File: config.mk
export PLATFORM = sky130hd
export DESIGN_NAME = running_mean_highpass_filter
export DESIGN_NICKNAME = d
export VERILOG_FILES = /design/src/rtl/rmhp_pkg.sv /design/src/rtl/rmhp_ctrl.sv /design/src/rtl/rmhp_dp.sv /design/src/rtl/running_mean_highpass_filter.sv
export SDC_FILE = /design/constraint.sdc
export NUM_CORES = 1
export LEC_CHECK = 0
export ABC_AREA = 0
export BUFFER_PORTS_ARGS = -buffer_cell sky130_fd_sc_hd__clkbuf_2
export CORE_MARGIN = 2
export CORE_UTILIZATION = 45
export DETAILED_ROUTE_END_ITERATION = 6
export HOLD_SLACK_MARGIN = 0.06
export PLACE_DENSITY = 0.65
export SYNTH_ARGS = -nofsm -noshare
export SYNTH_HDL_FRONTEND = slang
export SYNTH_HIERARCHICAL = 1
export SYNTH_SLANG_ARGS = --single-unit
File: constraint.sdc
create_clock -name clk -period 12.82 [get_ports clk]
set_clock_uncertainty 0.2 [all_clocks]
set_input_delay 2.564 -clock clk [delete_from_list [all_inputs] [get_ports clk]]
set_output_delay 2.564 -clock clk [all_outputs]
set_load 0.02 [all_outputs]
File: src/rtl/rmhp_pkg.sv
// Shared types and constants for the running mean / high-pass filter.
`default_nettype none

package rmhp_pkg;

    // Window length register width (fixed by the register map)
    localparam int WIN_BITS     = 16;
    localparam int CFG_IDX_BITS = 4;

    // Configuration register indexes
    localparam logic [CFG_IDX_BITS-1:0] REG_WINDOW  = 4'd0;
    localparam logic [CFG_IDX_BITS-1:0] REG_HP_MODE = 4'd1;

    // Controller to datapath commands
    typedef struct packed {
        logic clear;      // zero average and warm-up count
        logic load;       // capture sample, pick multiplier and divisor
        logic mul_step;   // one shift-add step of avg * k
        logic add_x;      // add scaled sample, take magnitude
        logic div_step;   // one restoring division step
        logic commit;     // write back average, load result
        logic commit_err; // load the error result, state unchanged
    } rmhp_cmd_t;

    // Status seen by the controller
    typedef struct packed {
        logic action;     // item is a clear request
        logic win_zero;   // window length not configured
    } rmhp_status_t;

endpackage

`default_nettype wire

File: src/rtl/rmhp_ctrl.sv
// Sequencer for the running mean filter: handshakes and step counting.
`default_nettype none

module rmhp_ctrl #(
    parameter int K_W   = 16,
    parameter int NUM_W = 58
) (
    input  wire logic                  clk,
    input  wire logic                  rst_n,
    input  wire logic                  in_valid,
    output logic                       in_ready,
    output logic                       out_valid,
    input  wire logic                  out_ready,
    input  wire rmhp_pkg::rmhp_status_t status,
    output rmhp_pkg::rmhp_cmd_t         cmd
);
    import rmhp_pkg::*;

    localparam int CNT_W = $clog2(NUM_W);

    localparam logic [2:0] ST_IDLE = 3'd0;
    localparam logic [2:0] ST_MUL  = 3'd1;
    localparam logic [2:0] ST_ADD  = 3'd2;
    localparam logic [2:0] ST_DIV  = 3'd3;
    localparam logic [2:0] ST_EMIT = 3'd4;

    logic [2:0]       state_reg, state_next;
    logic [CNT_W-1:0] cnt_reg, cnt_next;
    logic             err_reg, err_next;
    logic             oval_reg, oval_next;
    logic             slot_free;

    assign slot_free = !oval_reg || out_ready;
    assign in_ready  = (state_reg == ST_IDLE);
    assign out_valid = oval_reg;

    always_comb
    begin
        state_next = state_reg;
        cnt_next   = cnt_reg;
        err_next   = err_reg;
        cmd        = '0;
        unique case (state_reg)
            ST_IDLE:
            begin
                if (in_valid)
                begin
                    priority if (status.action)
                    begin
                        cmd.clear = 1'b1;
                    end
                    else if (status.win_zero)
                    begin
                        err_next   = 1'b1;
                        state_next = ST_EMIT;
                    end
                    else
                    begin
                        cmd.load   = 1'b1;
                        err_next   = 1'b0;
                        cnt_next   = CNT_W'(K_W - 1);
                        state_next = ST_MUL;
                    end
                end
            end
            ST_MUL:
            begin
                cmd.mul_step = 1'b1;
                if (cnt_reg == '0)
                begin
                    state_next = ST_ADD;
                end
                else
                begin
                    cnt_next = cnt_reg - 1'b1;
                end
            end
            ST_ADD:
            begin
                cmd.add_x  = 1'b1;
                cnt_next   = CNT_W'(NUM_W - 1);
                state_next = ST_DIV;
            end
            ST_DIV:
            begin
                cmd.div_step = 1'b1;
                if (cnt_reg == '0)
                begin
                    state_next = ST_EMIT;
                end
                else
                begin
                    cnt_next = cnt_reg - 1'b1;
                end
            end
            ST_EMIT:
            begin
                if (slot_free)
                begin
                    cmd.commit     = !err_reg;
                    cmd.commit_err = err_reg;
                    state_next     = ST_IDLE;
                end
            end
            default:
            begin
                state_next = ST_IDLE;
            end
        endcase
    end

    always_comb
    begin
        if (cmd.commit || cmd.commit_err)
        begin
            oval_next = 1'b1;
        end
        else if (out_ready)
        begin
            oval_next = 1'b0;
        end
        else
        begin
            oval_next = oval_reg;
        end
    end

    always_ff @(posedge clk or negedge rst_n)
    begin
        if (!rst_n)
        begin
            state_reg <= ST_IDLE;
            cnt_reg   <= '0;
            err_reg   <= 1'b0;
            oval_reg  <= 1'b0;
        end
        else
        begin
            state_reg <= state_next;
            cnt_reg   <= cnt_next;
            err_reg   <= err_next;
            oval_reg  <= oval_next;
        end
    end

endmodule

`default_nettype wire

File: src/rtl/rmhp_dp.sv
// Datapath: average state, shift-add multiplier, restoring divider, output.
`default_nettype none

module rmhp_dp #(
    parameter int SAMPLE_BITS = 24,
    parameter int FRAC_BITS   = 16,
    parameter int COUNT_BITS  = 16,
    parameter int K_W         = 16,
    parameter int NUM_W       = 58
) (
    input  wire logic                          clk,
    input  wire logic                          rst_n,
    input  wire rmhp_pkg::rmhp_cmd_t            cmd,
    input  wire logic signed [SAMPLE_BITS-1:0] sample,
    input  wire logic [rmhp_pkg::WIN_BITS-1:0] window_length,
    input  wire logic                          highpass_mode,
    output logic signed [SAMPLE_BITS:0]        filtered,
    output logic                               error
);
    import rmhp_pkg::*;

    localparam int AVG_W = SAMPLE_BITS + FRAC_BITS + 1;
    localparam int OUT_W = SAMPLE_BITS + 1;
    localparam logic [COUNT_BITS-1:0] COUNT_MAX = '1;

    logic signed [AVG_W-1:0]       avg_reg;
    logic [COUNT_BITS-1:0]         count_reg;
    logic signed [SAMPLE_BITS-1:0] x_reg;
    logic [K_W-1:0]                k_reg;
    logic [K_W-1:0]                d_reg;
    logic                          warm_reg;
    logic                          neg_reg;
    logic signed [NUM_W-1:0]       acc_reg;
    logic [K_W-1:0]                rem_reg;
    logic signed [OUT_W-1:0]       filt_reg;
    logic                          err_reg;

    logic [K_W-1:0]          count_k, win_k;
    logic                    warm;
    logic signed [NUM_W-1:0] mul_next;
    logic signed [NUM_W-1:0] sum;
    logic [K_W:0]            rem_sh;
    logic [K_W:0]            rem_sub;
    logic                    qbit;
    logic signed [AVG_W-1:0] quo_avg;
    logic signed [AVG_W-1:0] avg_new;
    logic signed [OUT_W-1:0] ip_mag;
    logic signed [OUT_W-1:0] ip;
    logic signed [OUT_W-1:0] res;

    assign count_k = K_W'(count_reg);
    assign win_k   = K_W'(window_length);
    assign warm    = (count_k < win_k) && (count_reg != COUNT_MAX);

    // MSB-first shift-add of signed average times unsigned k
    assign mul_next = (acc_reg <<< 1)
                      + (k_reg[K_W-1] ? NUM_W'(avg_reg) : NUM_W'(0));
    assign sum      = acc_reg + (NUM_W'(x_reg) <<< FRAC_BITS);

    assign rem_sh  = {rem_reg, acc_reg[NUM_W-1]};
    assign rem_sub = rem_sh - {1'b0, d_reg};
    assign qbit    = (rem_sh >= {1'b0, d_reg});

    // acc_reg holds the quotient magnitude once division ends
    assign quo_avg = AVG_W'(acc_reg);
    assign avg_new = neg_reg ? -quo_avg : quo_avg;
    assign ip_mag  = OUT_W'(acc_reg >> FRAC_BITS);
    assign ip      = neg_reg ? -ip_mag : ip_mag;
    assign res     = highpass_mode ? (OUT_W'(x_reg) - ip) : ip;

    always_ff @(posedge clk or negedge rst_n)
    begin
        if (!rst_n)
        begin
            avg_reg   <= '0;
            count_reg <= '0;
        end
        else if (cmd.clear)
        begin
            avg_reg   <= '0;
            count_reg <= '0;
        end
        else if (cmd.commit)
        begin
            avg_reg <= avg_new;
            if (warm_reg)
            begin
                count_reg <= count_reg + 1'b1;
            end
        end
    end

    always_ff @(posedge clk)
    begin
        if (cmd.load)
        begin
            x_reg    <= sample;
            warm_reg <= warm;
            k_reg    <= warm ? count_k : (win_k - 1'b1);
            d_reg    <= warm ? (count_k + 1'b1) : win_k;
            acc_reg  <= '0;
            rem_reg  <= '0;
        end
        else if (cmd.mul_step)
        begin
            acc_reg <= mul_next;
            k_reg   <= k_reg << 1;
        end
        else if (cmd.add_x)
        begin
            neg_reg <= sum[NUM_W-1];
            acc_reg <= sum[NUM_W-1] ? -sum : sum;
        end
        else if (cmd.div_step)
        begin
            rem_reg <= qbit ? rem_sub[K_W-1:0] : rem_sh[K_W-1:0];
            acc_reg <= {acc_reg[NUM_W-2:0], qbit};
        end

        if (cmd.commit)
        begin
            filt_reg <= res;
            err_reg  <= 1'b0;
        end
        else if (cmd.commit_err)
        begin
            filt_reg <= '0;
            err_reg  <= 1'b1;
        end
    end

    assign filtered = filt_reg;
    assign error    = err_reg;

endmodule

`default_nettype wire

File: src/rtl/running_mean_highpass_filter.sv
// Running mean / high-pass filter top level: config registers, sequencer, datapath.
// A sample item runs a bit-serial multiply (one k bit a cycle), the sample add, then
//   the restoring divider (one quotient bit a cycle); its result then waits for a free
//   output slot. K_W = max(COUNT_BITS, 16), NUM_W = SAMPLE_BITS + FRAC_BITS + K_W + 2.
//   A new item is taken only once the previous item's result is emitted.
// Clear items give no result; error items give an error result. Reset (rst_n, async) zeroes state.
`default_nettype none

module running_mean_highpass_filter #(
    parameter int SAMPLE_BITS = 24,
    parameter int FRAC_BITS   = 16,
    parameter int COUNT_BITS  = 16
) (
    input  wire logic                                clk,
    input  wire logic                                rst_n,
    // input item
    input  wire logic                                s_tvalid,
    output logic                                     s_tready,
    input  wire logic [((SAMPLE_BITS+7)/8)*8-1:0]    s_tdata,  // [SAMPLE_BITS-1:0] sample
    input  wire logic                                s_tuser,  // [0] action (1 = clear)
    // result item
    output logic                                     m_tvalid,
    input  wire logic                                m_tready,
    output logic [((SAMPLE_BITS+8)/8)*8-1:0]         m_tdata,  // [SAMPLE_BITS:0] filtered
    output logic                                     m_tuser,  // [0] error
    // configuration writes
    input  wire logic                                cfg_wr_en,
    input  wire logic [rmhp_pkg::CFG_IDX_BITS-1:0]   cfg_index,
    input  wire logic [rmhp_pkg::WIN_BITS-1:0]       cfg_data
);
    import rmhp_pkg::*;

    localparam int K_W      = (COUNT_BITS > WIN_BITS) ? COUNT_BITS : WIN_BITS;
    localparam int NUM_W    = SAMPLE_BITS + FRAC_BITS + 1 + K_W + 1;
    localparam int OUT_TD_W = ((SAMPLE_BITS + 8) / 8) * 8;

    logic [WIN_BITS-1:0]     window_reg;
    logic                    hp_reg;
    logic                    win_change;
    rmhp_status_t            status;
    rmhp_cmd_t               ctrl_cmd;
    rmhp_cmd_t               dp_cmd;
    logic signed [SAMPLE_BITS:0] filtered;
    logic                    error;

    // A new window length restarts the average from zero
    assign win_change = cfg_wr_en && (cfg_index == REG_WINDOW) && (cfg_data != window_reg);

    always_ff @(posedge clk or negedge rst_n)
    begin
        if (!rst_n)
        begin
            window_reg <= '0;
            hp_reg     <= 1'b0;
        end
        else if (cfg_wr_en)
        begin
            if (cfg_index == REG_WINDOW)
            begin
                window_reg <= cfg_data;
            end
            else if (cfg_index == REG_HP_MODE)
            begin
                hp_reg <= cfg_data[0];
            end
        end
    end

    assign status.action   = s_tuser;
    assign status.win_zero = (window_reg == '0);

    always_comb
    begin
        dp_cmd       = ctrl_cmd;
        dp_cmd.clear = ctrl_cmd.clear || win_change;
    end

    rmhp_ctrl #(
        .K_W   (K_W),
        .NUM_W (NUM_W)
    ) u_ctrl (
        .clk       (clk),
        .rst_n     (rst_n),
        .in_valid  (s_tvalid),
        .in_ready  (s_tready),
        .out_valid (m_tvalid),
        .out_ready (m_tready),
        .status    (status),
        .cmd       (ctrl_cmd)
    );

    rmhp_dp #(
        .SAMPLE_BITS (SAMPLE_BITS),
        .FRAC_BITS   (FRAC_BITS),
        .COUNT_BITS  (COUNT_BITS),
        .K_W         (K_W),
        .NUM_W       (NUM_W)
    ) u_dp (
        .clk           (clk),
        .rst_n         (rst_n),
        .cmd           (dp_cmd),
        .sample        (s_tdata[SAMPLE_BITS-1:0]),
        .window_length (window_reg),
        .highpass_mode (hp_reg),
        .filtered      (filtered),
        .error         (error)
    );

    // Result padded with zeros to whole bytes
    assign m_tdata = OUT_TD_W'($unsigned(filtered));
    assign m_tuser = error;

endmodule

`default_nettype wire
==> impl_metrics.prom, run 1 <==
# TYPE chip_impl_metric gauge
chip_impl_metric{name="total_power",unit="uW"} 5950
chip_impl_metric{name="synthesis.area",unit="sq mm"} 0.0216
chip_impl_metric{name="synth_seq_area_share",unit="%"} 28.4
chip_impl_metric{name="maximum_fanout_along_the_worst_path",unit=""} 26
chip_impl_info{name="synth_area_leader_cell",value="sky130_fd_sc_hd__edfxtp_1"} 1
chip_impl_metric{name="maximum_number_of_pins_on_one_net_before_global_route_repair",unit=""} 91
chip_impl_metric{name="drcViolationCount",unit=""} 0
chip_impl_info{name="yosysMostFrequentCell",value="sky130_fd_sc_hd__nor2_1"} 1
chip_impl_metric{name="worstMarginPinSlew",unit="ps"} 1170
chip_impl_metric{name="power_per_cell_area",unit="mW/mm^2"} 254
chip_impl_metric{name="worstPathRequired",unit="ps"} 13080
chip_impl_metric{name="number_of_unique_standard_cell_types_used_by_synthesis",unit=""} 96
chip_impl_metric{name="gp_congestion",unit=""} 0.919
chip_impl_metric{name="max_clock_freq",unit="GHz"} 0.159
chip_impl_metric{name="p_leak",unit="uW"} 0.0103
chip_impl_metric{name="core.rowCount",unit=""} 80
chip_impl_metric{name="layout.cells.non_filler",unit=""} 3277
chip_impl_metric{name="tritoncts.num_buffers",unit=""} 30
chip_impl_info{name="tritoncts",value="yes"} 1
chip_impl_metric{name="average_wire_per_cell_in_the_routed_design",unit="um"} 18.7
chip_impl_metric{name="hpwl",unit="um"} 44500
chip_impl_metric{name="cp_data_arrival_time",unit="ps"} 6570
chip_impl_metric{name="num-nets-final",unit=""} 2851
chip_impl_metric{name="vias_in_the_first_global_route",unit=""} 18800
chip_impl_info{name="sink_of_the_worst_hold_path",value="u_dp/error"} 1
chip_impl_metric{name="post_cts_resized",unit=""} 0
chip_impl_info{name="criticalPathCategory",value="reg -> reg"} 1
chip_impl_metric{name="wire_length_of_the_first_global_routing_pass",unit="um"} 98400
chip_impl_metric{name="final.period_utilization",unit="%"} 49.2
chip_impl_metric{name="report.final.setup_viol",unit=""} 0
chip_impl_metric{name="drtAntennaViolNets",unit=""} 0
chip_impl_metric{name="timing.final.hold_violations",unit=""} 0
chip_impl_metric{name="postSynth.asyncResetShare",unit="%"} 35.0
chip_impl_metric{name="cts_hold_buf",unit=""} 0
chip_impl_metric{name="clk_transition_reported_paths",unit="ps"} 60
chip_impl_metric{name="floorplan.core_area",unit="sq mm"} 0.0475
chip_impl_metric{name="start_util",unit="%"} 45.4
chip_impl_metric{name="ys_ff_latch",unit=""} 243
chip_impl_metric{name="post-cts-setup-buffers",unit=""} 0
chip_impl_metric{name="synth_largest_type_area_fraction",unit="%"} 11.6
chip_impl_metric{name="wirelength",unit="um"} 61400
chip_impl_metric{name="area_growth_syn_to_layout",unit="%"} 8.52
chip_impl_metric{name="htreeDepth",unit=""} 1
chip_impl_metric{name="die_area",unit="sq mm"} 0.0497
chip_impl_metric{name="drt_first_pass_iters",unit=""} 6
chip_impl_metric{name="drtIter0Drc",unit=""} 1433
chip_impl_metric{name="clkLatencyLatePin",unit="ps"} 590
chip_impl_metric{name="reg2reg_depth",unit=""} 15
chip_impl_metric{name="port_buffers",unit=""} 77
chip_impl_metric{name="antenna_cells",unit=""} 0
chip_impl_metric{name="largest_register_ff_count",unit=""} 58
chip_impl_metric{name="post_drt_via_cell_ratio",unit=""} 5.99
chip_impl_info{name="timing.critical_path.from_type",value="register"} 1
chip_impl_info{name="critical_path.reg2reg.startpoint",value="u_dp/x_reg[23]"} 1
chip_impl_info{name="outcome",value="completed"} 1
chip_impl_info{name="timing.critical_path.to_type",value="register"} 1
chip_impl_metric{name="dr_wl_met2",unit="um"} 27500
chip_impl_metric{name="min_delay_path_depth",unit=""} 2
chip_impl_metric{name="stdcell_area",unit="sq mm"} 0.0234
chip_impl_info{name="setup_repair_after_global_routing_missed_its_margin",value="no"} 1
chip_impl_metric{name="ioPinCount",unit=""} 85
chip_impl_metric{name="met3_wirelength",unit="um"} 3540
chip_impl_info{name="synth_ff_type",value="sky130_fd_sc_hd__dfrtp_1"} 1
chip_impl_metric{name="antenna_found_initial",unit=""} 0
chip_impl_metric{name="worst_slew_margin_rel",unit="%"} 22.0
chip_impl_metric{name="synth.avg_cell_area",unit="sq um"} 8.16
chip_impl_info{name="synth_common_cells",value="sky130_fd_sc_hd__nor2_1 (278), sky130_fd_sc_hd__nand2_1 (238), sky130_fd_sc_hd__a21oi_1 (195)"} 1
chip_impl_metric{name="drive_gt1_share",unit="%"} 7.81
chip_impl_metric{name="drv_slew",unit=""} 0
chip_impl_metric{name="fin_tns_setup",unit="ps"} 0
chip_impl_metric{name="timing.max_cap.violations",unit=""} 0
chip_impl_metric{name="setup.reg_to_reg.worst_slack",unit="ps"} 6510
chip_impl_metric{name="clock_sinks",unit=""} 243
chip_impl_metric{name="syn_inst",unit=""} 2642
chip_impl_info{name="critical_path.reg2reg.endpoint",value="u_dp/acc_reg[5]"} 1
chip_impl_info{name="min_path_type",value="reg -> reg"} 1
chip_impl_info{name="top_signal_layer_used",value="met4"} 1
chip_impl_metric{name="vdd_drop_max",unit="uV"} 151
chip_impl_info{name="synth_area_leaders",value="sky130_fd_sc_hd__edfxtp_1 (12%), sky130_fd_sc_hd__dfrtp_1 (9.9%), sky130_fd_sc_hd__ha_1 (9.2%)"} 1
chip_impl_metric{name="detailed_place.area",unit="sq mm"} 0.0224
chip_impl_metric{name="ctsLongestPathBuffers",unit=""} 3
chip_impl_info{name="clk_root_buffer_cell",value="sky130_fd_sc_hd__clkbuf_16"} 1
chip_impl_metric{name="grt_overflow_total",unit=""} 0
chip_impl_metric{name="numPlacedInstances",unit=""} 3222
chip_impl_metric{name="ys.warnings.count",unit=""} 6
chip_impl_metric{name="drt-met1-wl",unit="um"} 28400
chip_impl_metric{name="postLayoutCoreUtil",unit="%"} 49.2
chip_impl_info{name="min_from",value="u_dp/error"} 1
chip_impl_metric{name="groute.usage.overall",unit="%"} 24.1
chip_impl_metric{name="vertical_die_dimension",unit="um"} 223
chip_impl_metric{name="vias",unit=""} 19600
chip_impl_metric{name="synth_enable_flop_cells",unit=""} 83
chip_impl_metric{name="post-route-min-period",unit="ps"} 6310
chip_impl_metric{name="die_w",unit="um"} 223
-- cell families after synthesis --
logic type,count (synthesis),synth area share [%]
DFF,243,28.4
buffers and inverters,225,4.13
AOI/OAI and AO/OA,755,23.0
other,1,0.0174
xor gates and xnor gates,255,10.4
and+or+nand+nor,937,21.5
muxes,64,3.09
adders and majority gates,162,9.54
-- layout make-up --
type,count,area (sq um)
fill,4529,24100
timing repair buffer,95,523
inverter,89,334
clock inverter,18,231
multi-input combinational,2180,14600
tap,615,769
clock buffer,37,797
sequential,243,6120
-- routing by layer --
metal / track usage (%) / up-vias
met4: 7.51 / 0
met3: 2.58 / 108
met2: 39.6 / 623
met1: 33.2 / 9295
met5: 0 / -
li1: - / 9610
-- where the power goes --
part	internal, uW	switching, uW	total, uW
combinational	1490	2190	3680
clock	540	361	901
sequential	1050	329	1370
total	3070	2880	5950
-- worst max path at each step --
stage	from	to	slack [ps]	cells after the start
6_report	u_dp/x_reg[23]	u_dp/acc_reg[5]	6510	15
5_1_grt	u_dp/x_reg[23]	u_dp/acc_reg[5]	6070	15
4_1_cts	u_dp/x_reg[23]	u_dp/acc_reg[5]	6640	15
3_5_place_dp	u_dp/x_reg[23]	u_dp/acc_reg[5]	6620	15
3_3_place_gp	u_dp/x_reg[23]	u_dp/acc_reg[5]	6760	15
2_1_floorplan	s_tvalid	u_dp/k_reg[0]	6630	5
-- critical path, stage by stage (launching register included) --
cell and delay (ps):
sky130_fd_sc_hd__edfxtp_1 760, sky130_fd_sc_hd__ha_1 580, sky130_fd_sc_hd__and2_1 290, sky130_fd_sc_hd__nand3_1 130, sky130_fd_sc_hd__or3_1 390, sky130_fd_sc_hd__nor3_1 440, sky130_fd_sc_hd__a21o_1 250, sky130_fd_sc_hd__nor4_1 80
sky130_fd_sc_hd__nor3_2 810, sky130_fd_sc_hd__buf_4 430, sky130_fd_sc_hd__inv_1 340, sky130_fd_sc_hd__nand2_1 630, sky130_fd_sc_hd__inv_1 190, sky130_fd_sc_hd__a311o_1 390, sky130_fd_sc_hd__a22oi_1 190, sky130_fd_sc_hd__nor2_1 50
-- metrics by stage --
step,worst slack [ps],hold WS (ps)
2_1_floorplan,6630,260
4_1_cts,6640,301
6_report,6510,299
5_1_grt,6070,314
3_5_place_dp,6620,291
3_3_place_gp,6760,254
-- cells in the final DEF, fill, tap and decap left out, types with 16 or more instances in the layout --
cell / count
sky130_fd_sc_hd__dfxtp_1: 75
sky130_fd_sc_hd__nand3_1: 50
sky130_fd_sc_hd__o211a_1: 17
sky130_fd_sc_hd__a211oi_1: 75
sky130_fd_sc_hd__xnor2_1: 113
sky130_fd_sc_hd__nor4_1: 18
sky130_fd_sc_hd__clkbuf_16: 30
sky130_fd_sc_hd__nor2b_1: 21
sky130_fd_sc_hd__a21oi_1: 194
sky130_fd_sc_hd__o21bai_1: 16
sky130_fd_sc_hd__and3_1: 42
sky130_fd_sc_hd__mux2_2: 21
sky130_fd_sc_hd__a31oi_1: 22
sky130_fd_sc_hd__ha_1: 158
sky130_fd_sc_hd__xor2_1: 142
sky130_fd_sc_hd__buf_4: 19
sky130_fd_sc_hd__nand2b_1: 36
sky130_fd_sc_hd__or3_1: 42
sky130_fd_sc_hd__o21ai_0: 164
sky130_fd_sc_hd__nor2_1: 276
sky130_fd_sc_hd__o21a_1: 22
sky130_fd_sc_hd__and2_1: 59
sky130_fd_sc_hd__mux2i_1: 43
sky130_fd_sc_hd__o31ai_1: 26
sky130_fd_sc_hd__clkbuf_2: 76
sky130_fd_sc_hd__dfrtp_1: 85
sky130_fd_sc_hd__nor3_1: 52
sky130_fd_sc_hd__o22ai_1: 18
sky130_fd_sc_hd__a21o_1: 69
sky130_fd_sc_hd__edfxtp_1: 83
sky130_fd_sc_hd__or4_1: 16
sky130_fd_sc_hd__nand2_1: 238
sky130_fd_sc_hd__inv_1: 88
sky130_fd_sc_hd__nand4_1: 28
(Power assumes the default switching activity.)
==> run 2: changes to the inputs <==
==> constraint.sdc (replaced) <==
create_clock -name clk -period 6.2 [get_ports clk]
set_clock_uncertainty 0.2 [all_clocks]
set_input_delay 1.24 -clock clk [delete_from_list [all_inputs] [get_ports clk]]
set_output_delay 1.24 -clock clk [all_outputs]
set_load 0.02 [all_outputs]
==> run 2 against run 1 <==
  * Sequential power increased by 100%
  * Sequential cell count stayed put
  * Count of clock-buffer cells in the layout rose by 9
  * Non-clock buffer count rose by 21
  * Maximum frequency rose by 14%
  * Largest cell class unchanged
==> impl_metrics.prom, run 2 (synthesized netlist as in run 1, its figures left out) <==
# TYPE chip_impl_metric gauge
chip_impl_info{name="outcome",value="completed"} 1
chip_impl_metric{name="cp_data_arrival_time",unit="ps"} 5660
chip_impl_metric{name="power_frac_clock",unit="%"} 14.7
chip_impl_metric{name="htreeDepth",unit=""} 1
chip_impl_metric{name="drtIter0Drc",unit=""} 1422
chip_impl_metric{name="p_leak",unit="uW"} 0.0104
chip_impl_metric{name="multi_input_area",unit="sq mm"} 0.0146
chip_impl_metric{name="ctsLongestPathBuffers",unit=""} 3
chip_impl_metric{name="floorplan.core_area",unit="sq mm"} 0.0475
chip_impl_metric{name="port_buffers",unit=""} 77
chip_impl_metric{name="drv_slew",unit=""} 0
chip_impl_metric{name="worst_slew_margin_rel",unit="%"} 25.8
chip_impl_metric{name="drtAntennaViolNets",unit=""} 0
chip_impl_metric{name="cp_num_cells",unit=""} 20
chip_impl_metric{name="n_fill_cell",unit=""} 4595
chip_impl_metric{name="vias_in_the_first_global_route",unit=""} 19200
chip_impl_metric{name="layout.cells.non_filler",unit=""} 3299
chip_impl_metric{name="antenna_cells",unit=""} 0
chip_impl_info{name="layout_commonest_cell",value="sky130_fd_sc_hd__nor2_1"} 1
chip_impl_metric{name="wirelength",unit="um"} 61500
chip_impl_info{name="top_library_cells_by_usage_in_the_layout_fill_and_taps_aside",value="sky130_fd_sc_hd__nor2_1 (276), sky130_fd_sc_hd__nand2_1 (238), sky130_fd_sc_hd__a21oi_1 (194)"} 1
chip_impl_metric{name="wire_length_of_the_first_global_routing_pass",unit="um"} 99200
chip_impl_metric{name="post_cts_resized",unit=""} 0
chip_impl_metric{name="timing.final.hold_violations",unit=""} 0
chip_impl_metric{name="num-nets-final",unit=""} 2872
chip_impl_metric{name="gp_congestion",unit=""} 0.908
chip_impl_metric{name="vertical_die_dimension",unit="um"} 223
chip_impl_metric{name="fin_tns_setup",unit="ps"} 0
chip_impl_metric{name="hpwl",unit="um"} 45000
chip_impl_metric{name="clkLatencyLatePin",unit="ps"} 600
chip_impl_info{name="min_path_type",value="reg -> reg"} 1
chip_impl_info{name="cp_top_family",value="compound AO/OA/AOI/OAI gates"} 1
chip_impl_metric{name="reg2reg_depth",unit=""} 20
chip_impl_metric{name="worstMarginPinSlew",unit="ps"} 1110
chip_impl_metric{name="setup.reg_to_reg.worst_slack",unit="ps"} 690
chip_impl_metric{name="largest_register_ff_count",unit=""} 58
chip_impl_info{name="timing.critical_path.to",value="u_dp/filtered[24]"} 1
chip_impl_metric{name="drt_first_pass_iters",unit=""} 5
chip_impl_metric{name="sequential_standard_cell_area",unit="sq mm"} 0.00612
chip_impl_metric{name="power_per_cell_area",unit="mW/mm^2"} 522
chip_impl_metric{name="start_util",unit="%"} 45.4
chip_impl_metric{name="setup_slack",unit="ps"} 687
chip_impl_info{name="clk_root_buffer_cell",value="sky130_fd_sc_hd__clkbuf_16"} 1
chip_impl_metric{name="antenna_found_initial",unit=""} 0
chip_impl_metric{name="crit_path_max_cell_delay",unit="ps"} 660
chip_impl_info{name="critical_path.reg2reg.endpoint",value="u_dp/filtered[24]"} 1
chip_impl_info{name="ordered_cell_list_for_the_critical_path",value="or3_1, or3_1, or3_1, nand2_1, xor2_1, ha_1, or3_1, a2111oi_0, o31ai_1, buf_4, nand3_1, o211ai_1, o211a_1, o21a_1, o21a_1, nor3_1, o21bai_1, xnor2_1, a21oi_1, o21a_1"} 1
chip_impl_metric{name="post-route-min-period",unit="ps"} 5510
chip_impl_metric{name="drive_gt1_share",unit="%"} 8.46
chip_impl_info{name="critical-path-slowest-cell",value="sky130_fd_sc_hd__a2111oi_0"} 1
chip_impl_metric{name="core.rowCount",unit=""} 80
chip_impl_metric{name="grt_overflow_total",unit=""} 0
chip_impl_metric{name="power.share.sequential",unit="%"} 22.5
chip_impl_metric{name="numPlacedInstances",unit=""} 3243
chip_impl_metric{name="preCtsSetupSlack",unit="ps"} 757
chip_impl_metric{name="average_wire_per_cell_in_the_routed_design",unit="um"} 18.6
chip_impl_metric{name="die_area",unit="sq mm"} 0.0497
chip_impl_metric{name="vias",unit=""} 19700
chip_impl_info{name="critPathLaunch",value="u_dp/acc_reg[16]"} 1
chip_impl_metric{name="die_w",unit="um"} 223
chip_impl_metric{name="clock_sinks",unit=""} 243
chip_impl_info{name="critical_path.reg2reg.startpoint",value="u_dp/acc_reg[16]"} 1
chip_impl_info{name="criticalPathCategory",value="reg -> reg"} 1
chip_impl_metric{name="area_growth_syn_to_layout",unit="%"} 9.32
chip_impl_metric{name="clk_transition_reported_paths",unit="ps"} 60
chip_impl_metric{name="post_drt_via_cell_ratio",unit=""} 5.99
chip_impl_metric{name="power_switching",unit="uW"} 5920
chip_impl_metric{name="maximum_number_of_pins_on_one_net_before_global_route_repair",unit=""} 116
chip_impl_metric{name="max_clock_freq",unit="GHz"} 0.181
chip_impl_metric{name="cts_hold_buf",unit=""} 0
chip_impl_metric{name="final.period_utilization",unit="%"} 88.9
chip_impl_metric{name="comb_power_share",unit="%"} 62.7
chip_impl_metric{name="timing.max_cap.violations",unit=""} 0
chip_impl_metric{name="report.final.setup_viol",unit=""} 0
chip_impl_info{name="timing.critical_path.from_type",value="register"} 1
chip_impl_info{name="tritoncts",value="yes"} 1
chip_impl_metric{name="drcViolationCount",unit=""} 0
chip_impl_metric{name="min_delay_path_depth",unit=""} 2
chip_impl_metric{name="groute.usage.overall",unit="%"} 24.3
chip_impl_info{name="crit_top_cell",value="sky130_fd_sc_hd__or3_1"} 1
chip_impl_info{name="setup_repair_after_global_routing_missed_its_margin",value="no"} 1
chip_impl_metric{name="worst_path_buffer_plus_inverter_count",unit=""} 1
chip_impl_metric{name="power.switching_fraction",unit="%"} 48.1
chip_impl_metric{name="worstPathRequired",unit="ps"} 6340
chip_impl_metric{name="tritoncts.num_buffers",unit=""} 30
chip_impl_info{name="timing.critical_path.to_type",value="register"} 1
chip_impl_metric{name="cell_internal_pwr",unit="uW"} 6390
chip_impl_metric{name="maximum_fanout_along_the_worst_path",unit=""} 9
chip_impl_metric{name="post-cts-setup-buffers",unit=""} 0
chip_impl_metric{name="ioPinCount",unit=""} 85
chip_impl_metric{name="vdd_drop_max",unit="uV"} 256
==> run 2: worst register-to-register path: stages, from the launching register on <==
cell                        delay (ps)
sky130_fd_sc_hd__dfxtp_1           400
sky130_fd_sc_hd__or3_1             450
sky130_fd_sc_hd__or3_1             350
sky130_fd_sc_hd__or3_1             390
sky130_fd_sc_hd__nand2_1           130
sky130_fd_sc_hd__xor2_1            100
sky130_fd_sc_hd__ha_1              240
sky130_fd_sc_hd__or3_1             370
sky130_fd_sc_hd__a2111oi_0         660
sky130_fd_sc_hd__o31ai_1           190
sky130_fd_sc_hd__buf_4             190
sky130_fd_sc_hd__nand3_1            80
sky130_fd_sc_hd__o211ai_1          130
sky130_fd_sc_hd__o211a_1           270
sky130_fd_sc_hd__o21a_1            180
sky130_fd_sc_hd__o21a_1            180
sky130_fd_sc_hd__nor3_1            130
sky130_fd_sc_hd__o21bai_1          110
sky130_fd_sc_hd__xnor2_1           190
sky130_fd_sc_hd__a21oi_1           100
sky130_fd_sc_hd__o21a_1            230
==> run 2: area by class of cell <==
type                    count  area share [%]
inverters                  89            1.42
multi-input cells        2180            62.1
well taps                 615            3.26
clock buffers              46            3.65
flip-flops and latches    243            26.0
repair buffers            116            2.99
clock inverters            10           0.669
==> run 2: how the worst min path moves through the flow <==
stage	start	to	slack, ps
finish	u_dp/rem_reg[0]	u_dp/rem_reg[0]	300
global placement	u_dp/error	u_dp/error	260
CTS	u_dp/rem_reg[1]	u_dp/rem_reg[1]	300
detailed placement	u_dp/rem_reg[1]	u_dp/rem_reg[1]	290
global route	u_dp/rem_reg[0]	u_dp/rem_reg[0]	330
floorplan	u_ctrl/err_reg	u_ctrl/err_reg	260
==> run 2: metal layers <==
layer	track usage (%)	vias up	wire (um)
met1	32.4	9357	27800
met4	7.90	0	1950
met5	0	-	0
met3	2.33	114	3180
li1	-	9662	-
met2	41.3	613	28600
==> run 2: through the flow <==
step / power (uW) / hold slack, ps / instance area (sq um) / util (%)
finish: 12300 / 298 / 23600 / 49.6
global route: 13300 / 328 / 23600 / 49.6
CTS: 12200 / 299 / 23600 / 49.6
detailed placement: 10300 / 290 / 22600 / 47.5
global placement: 10200 / 258 / 22600 / 47.5
floorplan: 8580 / 260 / 21600 / -
==> run 2: power by group through the flow <==
stage	Clock [uW]	Sequential (uW)	Combinational [uW]
finish	1810	2770	7730
global placement	0	2770	7430
detailed placement	0	2790	7550
CTS	1850	2760	7620
global route	1910	2850	8570
floorplan	0	2530	6050
